--- src/rtl/uww_pkg.sv ---
package uww_pkg;

	// Text length limit; bytes beyond it are dropped until the last byte
	localparam int unsigned MAX_TEXT_BYTES = 65536;

	localparam int unsigned POS_W   = 17;
	localparam int unsigned OFS_W   = 16;
	localparam int unsigned GW_W    = 16;
	localparam int unsigned LW_W    = 18;
	localparam int unsigned MAXW_W  = 16;

	// Result queue
	localparam int unsigned RQ_DEPTH = 4;
	localparam int unsigned RQ_PTR_W = 2;
	localparam int unsigned RQ_CNT_W = 3;

	// Register map (word index)
	localparam logic REG_MAX_WIDTH = 1'b0;
	localparam logic [MAXW_W-1:0] MAX_WIDTH_RESET = 16'hFFFF;

	// UTF-8 lead byte classes
	localparam logic [7:0] LEAD2_MASK = 8'hE0;
	localparam logic [7:0] LEAD2_CODE = 8'hC0;
	localparam logic [7:0] LEAD3_MASK = 8'hF0;
	localparam logic [7:0] LEAD3_CODE = 8'hE0;
	localparam logic [7:0] LEAD4_MASK = 8'hF8;
	localparam logic [7:0] LEAD4_CODE = 8'hF0;
	localparam logic [7:0] ASCII_SPACE = 8'h20;

	typedef struct packed {
		logic [7:0]      text_byte;
		logic [GW_W-1:0] glyph_width;
		logic            last_byte;
	} text_item_t;

	typedef struct packed {
		logic [OFS_W-1:0] line_offset;
		logic [POS_W-1:0] line_bytes;
		logic             final_line;
	} line_item_t;

	// Continuation bytes that follow a lead byte (glyph length minus one)
	function automatic logic [1:0] glyph_tail(input logic [7:0] lead);
		logic [1:0] n;
		n = 2'd0;
		if (lead[7] == 1'b0)
			n = 2'd0;
		else if ((lead & LEAD2_MASK) == LEAD2_CODE)
			n = 2'd1;
		else if ((lead & LEAD3_MASK) == LEAD3_CODE)
			n = 2'd2;
		else if ((lead & LEAD4_MASK) == LEAD4_CODE)
			n = 2'd3;
		return n;
	endfunction

endpackage

--- src/rtl/utf8_greedy_word_wrap.sv ---
// Greedy word wrap over a UTF-8 byte stream. Each text item carries one raw
// byte, the width of the glyph that byte begins (unsigned, 4 fraction bits;
// ignored on continuation bytes) and a last-byte flag. A lead byte claims
// 1 to 4 bytes for its glyph whatever they hold; malformed leads count as
// one-byte glyphs. Before a glyph that would take the open line past
// max_width the line is closed (never when empty): at the last single
// space, which is dropped, or else just before the glyph. Each closed line
// comes out as one line item (start offset, byte count, final flag); a byte
// may give none, one or two (a break line, then the final line). After the
// final line all text state clears and the next byte starts offset zero.
// Rate: one text item per clock. The whole update is one combinational pass
// from the state registers into the next state and a 4-entry result queue;
// text_stall rises while that queue has fewer than two free slots, so
// throughput is set by how fast line items are taken. Line items are
// written into the queue as their byte is accepted. max_width sits at byte
// address 0 of the APB port and must only be written while the block is idle.
module utf8_greedy_word_wrap (
	input  logic                 clk,
	input  logic                 arst_n,
	// text items
	input  logic                 text_valid,
	output logic                 text_stall,
	input  uww_pkg::text_item_t  text_item,
	// line items
	output logic                 line_valid,
	input  logic                 line_stall,
	output uww_pkg::line_item_t  line_item,
	// configuration
	input  logic                 psel,
	input  logic                 penable,
	input  logic                 pwrite,
	input  logic [2:0]           paddr,
	input  logic [31:0]          pwdata,
	output logic [31:0]          prdata,
	output logic                 pready
);

	localparam logic [uww_pkg::POS_W-1:0] POS_LIMIT =
		uww_pkg::POS_W'(uww_pkg::MAX_TEXT_BYTES);
	localparam logic [uww_pkg::LW_W-1:0] LW_SAT = '1;

	// ---------------------------------------------------------------
	// Configuration
	// ---------------------------------------------------------------
	logic [uww_pkg::MAXW_W-1:0] max_width_q;
	logic                       cfg_wr;

	assign pready = 1'b1;
	assign cfg_wr = psel & penable & pwrite & pready &
	                (paddr[2] == uww_pkg::REG_MAX_WIDTH);

	always_ff @(posedge clk or negedge arst_n) begin
		if (!arst_n)
			max_width_q <= uww_pkg::MAX_WIDTH_RESET;
		else if (cfg_wr)
			max_width_q <= pwdata[uww_pkg::MAXW_W-1:0];
	end

	always_comb begin
		prdata = '0;
		if (paddr[2] == uww_pkg::REG_MAX_WIDTH)
			prdata = {{(32-uww_pkg::MAXW_W){1'b0}}, max_width_q};
	end

	// ---------------------------------------------------------------
	// Text state
	// ---------------------------------------------------------------
	logic [uww_pkg::POS_W-1:0] pos_q;          // offset of next byte
	logic [1:0]                left_q;         // continuation bytes owed
	logic [uww_pkg::OFS_W-1:0] start_q;        // open line start
	logic [uww_pkg::LW_W-1:0]  lw_q;           // open line width (saturating)
	logic                      sp_seen_q;
	logic [uww_pkg::OFS_W-1:0] sp_ofs_q;
	logic [uww_pkg::LW_W-1:0]  sp_lw_q;        // line width just after space

	logic [uww_pkg::POS_W-1:0] pos_d;
	logic [1:0]                left_d;
	logic [uww_pkg::OFS_W-1:0] start_d;
	logic [uww_pkg::LW_W-1:0]  lw_d;
	logic                      sp_seen_d;
	logic [uww_pkg::OFS_W-1:0] sp_ofs_d;
	logic [uww_pkg::LW_W-1:0]  sp_lw_d;

	logic                      take;
	logic                      active;
	logic                      lead;
	logic [1:0]                tail;
	logic                      over;
	logic                      brk;
	logic [uww_pkg::LW_W:0]    trial;
	logic [uww_pkg::LW_W-1:0]  lw_base;
	logic [uww_pkg::LW_W:0]    sum;
	uww_pkg::line_item_t       brk_line;
	uww_pkg::line_item_t       fin_line;

	assign take = text_valid & ~text_stall;

	always_comb begin
		pos_d     = pos_q;
		left_d    = left_q;
		start_d   = start_q;
		lw_d      = lw_q;
		sp_seen_d = sp_seen_q;
		sp_ofs_d  = sp_ofs_q;
		sp_lw_d   = sp_lw_q;

		active = pos_q < POS_LIMIT;
		lead   = (left_q == 2'd0);
		tail   = uww_pkg::glyph_tail(text_item.text_byte);
		trial  = {1'b0, lw_q} + (uww_pkg::LW_W+1)'(text_item.glyph_width);
		over   = (pos_q > {1'b0, start_q}) &&
		         (trial > (uww_pkg::LW_W+1)'(max_width_q));
		brk    = active & lead & over;

		// Line closed by the break, at the space if there is one
		brk_line.line_offset = start_q;
		brk_line.final_line  = 1'b0;
		if (sp_seen_q)
			brk_line.line_bytes = {1'b0, sp_ofs_q} - {1'b0, start_q};
		else
			brk_line.line_bytes = pos_q - {1'b0, start_q};

		lw_base = lw_q;
		if (brk) begin
			if (sp_seen_q) begin
				start_d   = sp_ofs_q + 1'b1;
				lw_base   = (lw_q >= sp_lw_q) ? (lw_q - sp_lw_q) : '0;
				sp_seen_d = 1'b0;
			end else begin
				start_d = pos_q[uww_pkg::OFS_W-1:0];
				lw_base = '0;
			end
		end
		sum = {1'b0, lw_base} + (uww_pkg::LW_W+1)'(text_item.glyph_width);

		if (active) begin
			if (!lead) begin
				left_d = left_q - 1'b1;
			end else begin
				lw_d   = sum[uww_pkg::LW_W] ? LW_SAT : sum[uww_pkg::LW_W-1:0];
				left_d = tail;
				if (tail == 2'd0 && text_item.text_byte == uww_pkg::ASCII_SPACE) begin
					sp_seen_d = 1'b1;
					sp_ofs_d  = pos_q[uww_pkg::OFS_W-1:0];
					sp_lw_d   = sum[uww_pkg::LW_W] ? LW_SAT : sum[uww_pkg::LW_W-1:0];
				end
			end
			pos_d = pos_q + 1'b1;
		end

		// Final line, seen after this byte has been folded in
		fin_line.line_offset = start_d;
		fin_line.line_bytes  = pos_d - {1'b0, start_d};
		fin_line.final_line  = 1'b1;

		if (text_item.last_byte) begin
			pos_d     = '0;
			left_d    = 2'd0;
			start_d   = '0;
			lw_d      = '0;
			sp_seen_d = 1'b0;
			sp_ofs_d  = '0;
			sp_lw_d   = '0;
		end
	end

	always_ff @(posedge clk or negedge arst_n) begin
		if (!arst_n) begin
			pos_q     <= '0;
			left_q    <= 2'd0;
			start_q   <= '0;
			lw_q      <= '0;
			sp_seen_q <= 1'b0;
			sp_ofs_q  <= '0;
			sp_lw_q   <= '0;
		end else if (take) begin
			pos_q     <= pos_d;
			left_q    <= left_d;
			start_q   <= start_d;
			lw_q      <= lw_d;
			sp_seen_q <= sp_seen_d;
			sp_ofs_q  <= sp_ofs_d;
			sp_lw_q   <= sp_lw_d;
		end
	end

	// ---------------------------------------------------------------
	// Result queue: up to two pushes per item, one pop per cycle
	// ---------------------------------------------------------------
	uww_pkg::line_item_t          rq_q [uww_pkg::RQ_DEPTH];
	logic [uww_pkg::RQ_PTR_W-1:0] wr_q;
	logic [uww_pkg::RQ_PTR_W-1:0] rd_q;
	logic [uww_pkg::RQ_CNT_W-1:0] cnt_q;
	logic                         push_a;
	logic                         push_b;
	logic                         pop;
	logic [uww_pkg::RQ_CNT_W-1:0] n_push;
	uww_pkg::line_item_t          item_a;

	assign text_stall = cnt_q > uww_pkg::RQ_CNT_W'(uww_pkg::RQ_DEPTH - 2);
	assign line_valid = (cnt_q != '0);
	assign line_item  = rq_q[rd_q];
	assign pop        = line_valid & ~line_stall;

	// first slot takes the break line if any, else the final line
	assign push_a = take & (brk | text_item.last_byte);
	assign push_b = take & brk & text_item.last_byte;
	assign item_a = brk ? brk_line : fin_line;
	assign n_push = uww_pkg::RQ_CNT_W'(push_a) + uww_pkg::RQ_CNT_W'(push_b);

	always_ff @(posedge clk) begin
		if (push_a)
			rq_q[wr_q] <= item_a;
		if (push_b)
			rq_q[wr_q + 1'b1] <= fin_line;
	end

	always_ff @(posedge clk or negedge arst_n) begin
		if (!arst_n) begin
			wr_q  <= '0;
			rd_q  <= '0;
			cnt_q <= '0;
		end else begin
			wr_q  <= wr_q + n_push[uww_pkg::RQ_PTR_W-1:0];
			if (pop)
				rd_q <= rd_q + 1'b1;
			cnt_q <= cnt_q + n_push - uww_pkg::RQ_CNT_W'(pop);
		end
	end

	// ---------------------------------------------------------------
	// Checks
	// ---------------------------------------------------------------
	a_rq_bound: assert property (@(posedge clk) disable iff (!arst_n)
		cnt_q <= uww_pkg::RQ_CNT_W'(uww_pkg::RQ_DEPTH))
		else $error("result queue over depth");

	a_room_on_take: assert property (@(posedge clk) disable iff (!arst_n)
		take |-> cnt_q <= uww_pkg::RQ_CNT_W'(uww_pkg::RQ_DEPTH - 2))
		else $error("item taken without room for two lines");

	a_clear_after_last: assert property (@(posedge clk) disable iff (!arst_n)
		(take && text_item.last_byte) |=> (pos_q == '0 && !sp_seen_q && left_q == 2'd0))
		else $error("text state not cleared after last byte");

	a_glyph_in_line: assert property (@(posedge clk) disable iff (!arst_n)
		(left_q != 2'd0) |-> (pos_q > {1'b0, start_q}))
		else $error("open glyph outside the open line");

endmodule

--- config.mk ---
export PLATFORM = sky130hd
export DESIGN_NAME = utf8_greedy_word_wrap
export DESIGN_NICKNAME = d
export VERILOG_FILES = /design/src/rtl/uww_pkg.sv /design/src/rtl/utf8_greedy_word_wrap.sv
export SDC_FILE = /design/constraint.sdc
export NUM_CORES = 1
export LEC_CHECK = 0
export BUFFER_PORTS_ARGS = -buffer_cell sky130_fd_sc_hd__buf_2
export CAP_MARGIN = 20
export CORE_MARGIN = 10
export CORE_UTILIZATION = 45
export CTS_CLUSTER_SIZE = 25
export DETAILED_ROUTE_END_ITERATION = 7
export GPL_TIMING_DRIVEN = 1
export PLACE_DENSITY = 0.7
export SLEW_MARGIN = 20
export SYNTH_ARGS = -nofsm -noshare
export SYNTH_HDL_FRONTEND = slang
export SYNTH_SLANG_ARGS = --single-unit
export TNS_END_PERCENT = 10
--- constraint.sdc ---
create_clock -name clk -period 8.3 [get_ports clk]
set_clock_uncertainty 0.2 [all_clocks]
set_input_delay 0.83 -clock clk [delete_from_list [all_inputs] [get_ports clk]]
set_output_delay 0.83 -clock clk [all_outputs]
set_load 0.01 [all_outputs]
Word level (Yosys, flattened, before mapping). Memories as Yosys holds them, arrays and structs flattened. Index checks and enable logic that the tools add are counted.

Bits in registers: 111. Output and inout bits: 69. Word-level logic and storage cells: 100. Memories: 1. Bits in writable memories: 136.

Magnitude comparators: 5. Multiplexer cells: 39. Reduce and logical (&&, ||, !) cells: 11. Bitwise gates (word level): 14. Add/sub/neg operators: 15. Eq/ne operators: 4.

Memory list: rq_q (depth 4, width 34, read ports 1, clocked after memory_dff 0, wr ports 2, line utf8_greedy_word_wrap.sv:190) `uww_pkg::line_item_t rq_q [uww_pkg::RQ_DEPTH];`.

Operator list (count): $mux 18 (11); $mux 16 (8); $mux 17 (3); $add 18x16->19 (2); $mux 34 (1); $sub 17x16->17 (2); $gt 19x16->1 (1); $ge 18x18->1 (1); $sub 18x18->18 (1); $add 17x1->17 const B (1); $gt 17x16->1 (1); $lt 17x17->1 const B (1); $sub 16x16->17 (1); $add 16x1->16 const B (1); $mux 2 (7); $and 1x1->1 (10); $mux 1 (9); $eq 8x6->1 const B (1); $reduce_bool 2->1 (3); $eq 5x5->1 const B (1); $add 2x1->2 const B (2); $eq 4x4->1 const B (1); $logic_not 2->1 (2); $reduce_and 4->1 (1); other kinds (13) (16).

Depth between registers and ports, before layout.
Depth in word-level cells: 11. Depth in mapped cells: 41.

Least setup slack after synthesis. Ideal clock, no wire load.

Kind: input to register. From: input port text_item[1] in the netlist's numbering. To: register lw_q[5] in the netlist's numbering. Arrival time: 7769 ps. Library setup time: 147 ps. Stages: 39. Setup slack: 184 ps. Required time: 7953 ps. Path through: ha_1 fa_1 a21oi_1 o21a_1 o21ai_0 a21o_1 a21oi_1 xnor2_1 ha_1 a211oi_1 o21bai_1 a21oi_1 nand3_1 a211oi_2 a31o_2 buf_4 clkbuf_1 clkbuf_1 (+3 left out) ha_1 nor2b_1 o21ai_0 a21boi_0 o21ai_0 a21boi_0 o21ai_0 a21boi_0 o21ai_0 a21oi_1 a31o_2 a21o_1 a21oi_1 nor2b_1 clkbuf_1 clkbuf_1 nor2_1 a211oi_1.

Word-level cells in the longest chain between the ends: 10.

Ends and longest elaborated chain: from (decl) (line utf8_greedy_word_wrap.sv:23) `input uww_pkg::text_item_t text_item,`; $add 18x16->19 (line utf8_greedy_word_wrap.sv:110) `trial = {1'b0, lw_q} + (uww_pkg::LW_W+1)'(text_item.glyph_width);`; $gt 19x16->1 (line utf8_greedy_word_wrap.sv:112) `(trial > (uww_pkg::LW_W+1)'(max_width_q));`; $logic_and 1x1->1 (line utf8_greedy_word_wrap.sv:111) `over = (pos_q > {1'b0, start_q}) &&`; $and 1x1->1 (line utf8_greedy_word_wrap.sv:113) `brk = active & lead & over;`; $mux 18 (line utf8_greedy_word_wrap.sv:124) `if (brk) begin`; $add 18x16->19 * (line utf8_greedy_word_wrap.sv:134) `sum = {1'b0, lw_base} + (uww_pkg::LW_W+1)'(text_item.glyph_width);`; $mux 18 * (line utf8_greedy_word_wrap.sv:140) `lw_d = sum[uww_pkg::LW_W] ? LW_SAT : sum[uww_pkg::LW_W-1:0];`; $mux 18 * (line utf8_greedy_word_wrap.sv:137) `if (!lead) begin`; $mux 18 * (line utf8_greedy_word_wrap.sv:136) `if (active) begin`; $mux 18 * (line utf8_greedy_word_wrap.sv:156) `if (text_item.last_byte) begin`; to (signal assigned) (line utf8_greedy_word_wrap.sv:180) `lw_q <= lw_d;`; to (decl) (line utf8_greedy_word_wrap.sv:71) `logic [uww_pkg::LW_W-1:0] lw_q;`.

Every way passes the cells marked *; elsewhere a longest branch is shown, timed or not. The select of a mux whose other input is x is not followed. A chain may end at the register's enable or synchronous reset.

Final worst setup path.
From: register lw_q[0] in the netlist's numbering. To: register sp_lw_q[13] in the netlist's numbering.

Word-level cells in the longest chain between the ends: 11. Elaborated cells between the ends (all ways): 15. Those cells by class: 3 x add/sub; 2 x order compare; 8 x mux; 1 x bitwise; 1 x reduce/logical.

Ends and longest elaborated chain: $add 18x16->19 (line utf8_greedy_word_wrap.sv:110); $gt 19x16->1 (line utf8_greedy_word_wrap.sv:112); $logic_and 1x1->1 (line utf8_greedy_word_wrap.sv:111); $and 1x1->1 (line utf8_greedy_word_wrap.sv:113); $mux 18 * (line utf8_greedy_word_wrap.sv:124); $add 18x16->19 * (line utf8_greedy_word_wrap.sv:134); $mux 18 * (line utf8_greedy_word_wrap.sv:145) `sp_lw_d = sum[uww_pkg::LW_W] ? LW_SAT : sum[uww_pkg::LW_W-1:0];`; $mux 18 * (line utf8_greedy_word_wrap.sv:142) `if (tail == 2'd0 && text_item.text_byte == uww_pkg::ASCII_SPACE) begin`; $mux 18 * (line utf8_greedy_word_wrap.sv:137); $mux 18 * (line utf8_greedy_word_wrap.sv:136); $mux 18 * (line utf8_greedy_word_wrap.sv:156); to (signal assigned) (line utf8_greedy_word_wrap.sv:183) `sp_lw_q <= sp_lw_d;`; to (decl) (line utf8_greedy_word_wrap.sv:74) `logic [uww_pkg::LW_W-1:0] sp_lw_q;`.

Marks and branches as above.

==> qor.json <==
{
  "rows": {"value": 70},
  "synth_commonest_cells": {"value": "nor2_1, nand2_1, edfxtp_1, o22ai_1, ha_1"},
  "yosysWarnings": {"value": 0},
  "core_region_area": {"value": 0.0368, "unit": "sq mm"},
  "finalHoldViolations": {"value": 0},
  "timing.critical_path.from_type": {"value": "register"},
  "worst-endpoint-arrival": {"value": 7.84, "unit": "ns"},
  "grt_util_all_layers": {"value": 0.211},
  "synth_area_per_cell": {"value": 9.72, "unit": "sq um"},
  "cts-root-to-sink-buffers": {"value": 3},
  "synthMostInstantiatedCell": {"value": "nor2_1"},
  "timing_worst_slew_pin_value": {"value": 1.14, "unit": "ns"},
  "power.density": {"value": 372, "unit": "mW/mm^2"},
  "report.final.slew_viol_count": {"value": 0},
  "floorplan.initialDensity": {"value": 0.459},
  "drt-met1-wl": {"value": 21100, "unit": "microns"},
  "crit_type": {"value": "reg2reg"},
  "gpl.final_weighted_congestion": {"value": 0.928},
  "finish.net_count": {"value": 2032},
  "syn2layout_area_growth": {"value": 12.3, "unit": "%"},
  "first_iter_violations": {"value": 1199},
  "synth_top_area_cell": {"value": "edfxtp_1"},
  "topRoutingLayerUsed": {"value": "met5"},
  "num_antenna_cells": {"value": 0},
  "postSynth.topFlopCell": {"value": "edfxtp_1"},
  "drt-vias-per-instance": {"value": 5.99},
  "layout.cells.non_filler": {"value": 2330},
  "yosys_register_bits": {"value": 247},
  "max_stage_delay": {"value": 0.42, "unit": "ns"},
  "synth_top_area_frac": {"value": 0.235},
  "place_inst": {"value": 2278},
  "setup_buffers_after_cts": {"value": 0},
  "num_vias": {"value": 14000},
  "grt_pass1_vias": {"value": 13900},
  "grt_pass1_wl": {"value": 76800, "unit": "microns"},
  "power.static_leakage": {"value": 0.00773, "unit": "uW"},
  "cts_tree": {"value": "yes"},
  "cap_violations": {"value": 0},
  "finalSetupViolCount": {"value": 0},
  "cts_root_buffer": {"value": "clkbuf_16"},
  "outcome": {"value": "completed"},
  "postRouteWirelength": {"value": 48500, "unit": "microns"},
  "synthCells": {"value": 1737},
  "drt_drc_violations_left": {"value": 0},
  "number_of_distinct_library_cells_after_synthesis": {"value": 80},
  "die_height": {"value": 214, "unit": "microns"},
  "post_route_cells_drive_above_1_share": {"value": 0.166},
  "seq_area_frac_synth": {"value": 0.405},
  "grt_antenna_before_repair": {"value": 1},
  "half_perimeter_wire_length_after_placement": {"value": 35700, "unit": "microns"},
  "global_route.overflow_total": {"value": 0},
  "route.met2.wl": {"value": 22100, "unit": "microns"},
  "synth_edf_count": {"value": 132},
  "synth-async-reset-ratio": {"value": 0.449},
  "path_max_fanout": {"value": 38},
  "rsz0062_at_grt": {"value": "no"},
  "tritoncts_num_sinks": {"value": 247},
  "route.antenna.remaining_nets": {"value": 0},
  "numCtsBuffers": {"value": 28},
  "post_synth_main_area_contributors": {"value": "edfxtp_1, dfrtp_1, ha_1, o22ai_1, mux4_2"},
  "layout_worst_path_cycle_share": {"value": 0.917},
  "worstPathRequired": {"value": 8.52, "unit": "ns"},
  "min_period": {"value": 7.61, "unit": "ns"},
  "crit_path_frequent_cell": {"value": "o21ai_0"},
  "slowest_stage": {"value": "buf_4"},
  "die_x": {"value": 214, "unit": "microns"},
  "clock_latency_of_the_later_clocked_register_in_the_worst_skew_pair": {"value": 0.58, "unit": "ns"},
  "die_area": {"value": 0.0457, "unit": "sq mm"},
  "end_kind": {"value": "register"},
  "clkSlewWorstSetupHoldPaths": {"value": 0.06, "unit": "ns"},
  "detail_route.first_pass.iterations": {"value": 6},
  "num-fill-cells": {"value": 3300},
  "drt-wirelength-per-cell": {"value": 20.8, "unit": "microns"},
  "pin_count_of_the_biggest_net_entering_global_routing": {"value": 66},
  "h-tree-depth": {"value": 1},
  "max_frequency": {"value": 131, "unit": "MHz"},
  "fin_setup_tns": {"value": 0, "unit": "ns"},
  "post_synth_instance_area": {"value": 0.0169, "unit": "sq mm"},
  "io_buffers": {"value": 100},
  "met3_routed_wl": {"value": 4030, "unit": "microns"},
  "max-vdd-ir-drop": {"value": 0.215, "unit": "mV"},
  "min_path_type": {"value": "in2async"},
  "timing.max_slew.rel_slack": {"value": 0.232},
  "ioPinCount": {"value": 136}
}
[power by group]
group | switching, uW | internal [uW] | leakage (uW) | total, uW
logic | 2490 | 1660 | 0.00461 | 4140
clock network | 535 | 698 | 0.000442 | 1230
registers | 167 | 1510 | 0.00268 | 1670
total | 3190 | 3860 | 0.00773 | 7050
[worst paths after layout]
kind | slack (ns) | depth (start not counted) | startpoint | end
worst max-delay path | 0.69 | 34 | lw_q[0]$_DFFE_PN0P_ | sp_lw_q[13]$_DFFE_PN0P_
worst min-delay path | 0.11 | 1 | arst_n | lw_q[9]$_DFFE_PN0P_
worst max register to register | 0.69 | 34 | lw_q[0]$_DFFE_PN0P_ | sp_lw_q[13]$_DFFE_PN0P_
min in group clk | 0.26 | 1 | rq_q[3][0]$_SDFFE_PP1P_ | rq_q[3][0]$_SDFFE_PP1P_
worst min register to register | 0.26 | 1 | rq_q[3][0]$_SDFFE_PP1P_ | rq_q[3][0]$_SDFFE_PP1P_
max in group asynchronous | 6.41 | 2 | arst_n | rd_q[0]$_DFFE_PN0P_
[logic make-up after synthesis]
logic type / after synthesis / synth area share
buf+inv: 213 / 0.0515
flops: 247 / 0.405
fa+ha+maj: 126 / 0.0964
other cells: 2 / 0.000445
mux: 61 / 0.0638
compound gates: 522 / 0.201
xor+xnor: 111 / 0.0580
simple gates: 455 / 0.123
[state kept, by name, summed over array words and instances (netlist names)]
signal       cells
left_q           2
rd_q             2
max_width_q     16
pos_q           17
sp_seen_q        1
cnt_q            3
wr_q             2
lw_q            18
rq_q           136
sp_lw_q         18
start_q         16
sp_ofs_q        16
[layer usage]
layer  up-vias  global-route usage
li1       6587                   -
met1      6716               0.287
met2       570               0.337
met3        85              0.0375
met4         2              0.0660
met5         -                   0
[metrics by stage]
step / worst slack, ns / hold WS [ns] / util / power [uW] / cell area, sq um
final: 0.685 / 0.110 / 0.515 / 7050 / 19000
after global routing: 0.0905 / 0.156 / 0.515 / 7580 / 19000
after CTS: 0.531 / 0.119 / 0.515 / 7010 / 18900
after detailed placement: 0.0546 / 0.255 / 0.490 / 5750 / 18000
after global placement: 0.125 / 0.244 / 0.490 / 5630 / 18000
after floorplan: 0.184 / 0.235 / - / 4630 / 16900
[cell usage in the layout, fill, tap and decap left out, drive strengths merged, types with 5 or more instances in the layout]
master    n
mux2i     7
clkinv   12
nor4      6
buf     157
a21boi    9
o21ai    96
dfstp    16
xnor2    69
o31ai     9
a21oi   111
nand4b    5
o21a     11
nor3     25
xor2     42
or2       5
conb     17
mux4     34
nand2b   10
ha      118
or3       6
a22o     28
o22ai   132
inv     114
nor2    169
and3      8
clkbuf   36
dfrtp    95
nand3    33
nand4    17
mux2     20
nor2b    18
a311oi    6
and2      7
nand2   136
a21o     29
fa        7
edfxtp  132
a211oi   37
o21bai   16
[worst max-delay path: cells and delay by family, from the launching register on]
kind / cells / cell delay (ns)
adder cells (fa/ha/maj): 4 / 1.18
buffers and inverters: 3 / 0.74
AND/OR/NAND/NOR: 3 / 0.32
XOR/XNOR: 1 / 0.14
flip-flops: 1 / 0.41
AO/OA/AOI/OAI: 23 / 4.45
[layout make-up]
| class | count | area (sq um) | area share |
|---|---|---|---|
| repair buffers | 157 | 943 | 0.0498 |
| clock buffers | 36 | 741 | 0.0391 |
| inverters | 114 | 428 | 0.0226 |
| well taps | 468 | 586 | 0.0309 |
| clock inverters | 16 | 166 | 0.00878 |
| flip-flops and latches | 247 | 6840 | 0.361 |
| multi-input cells | 1292 | 9250 | 0.488 |
[what timing repair did]
action | 4_1_cts | 5_1_grt
hold buffers | 0 | 0
setup endpoints to repair | 0 | 36
gates resized for setup | 0 | 6
Power figures use the tool's default switching activity.
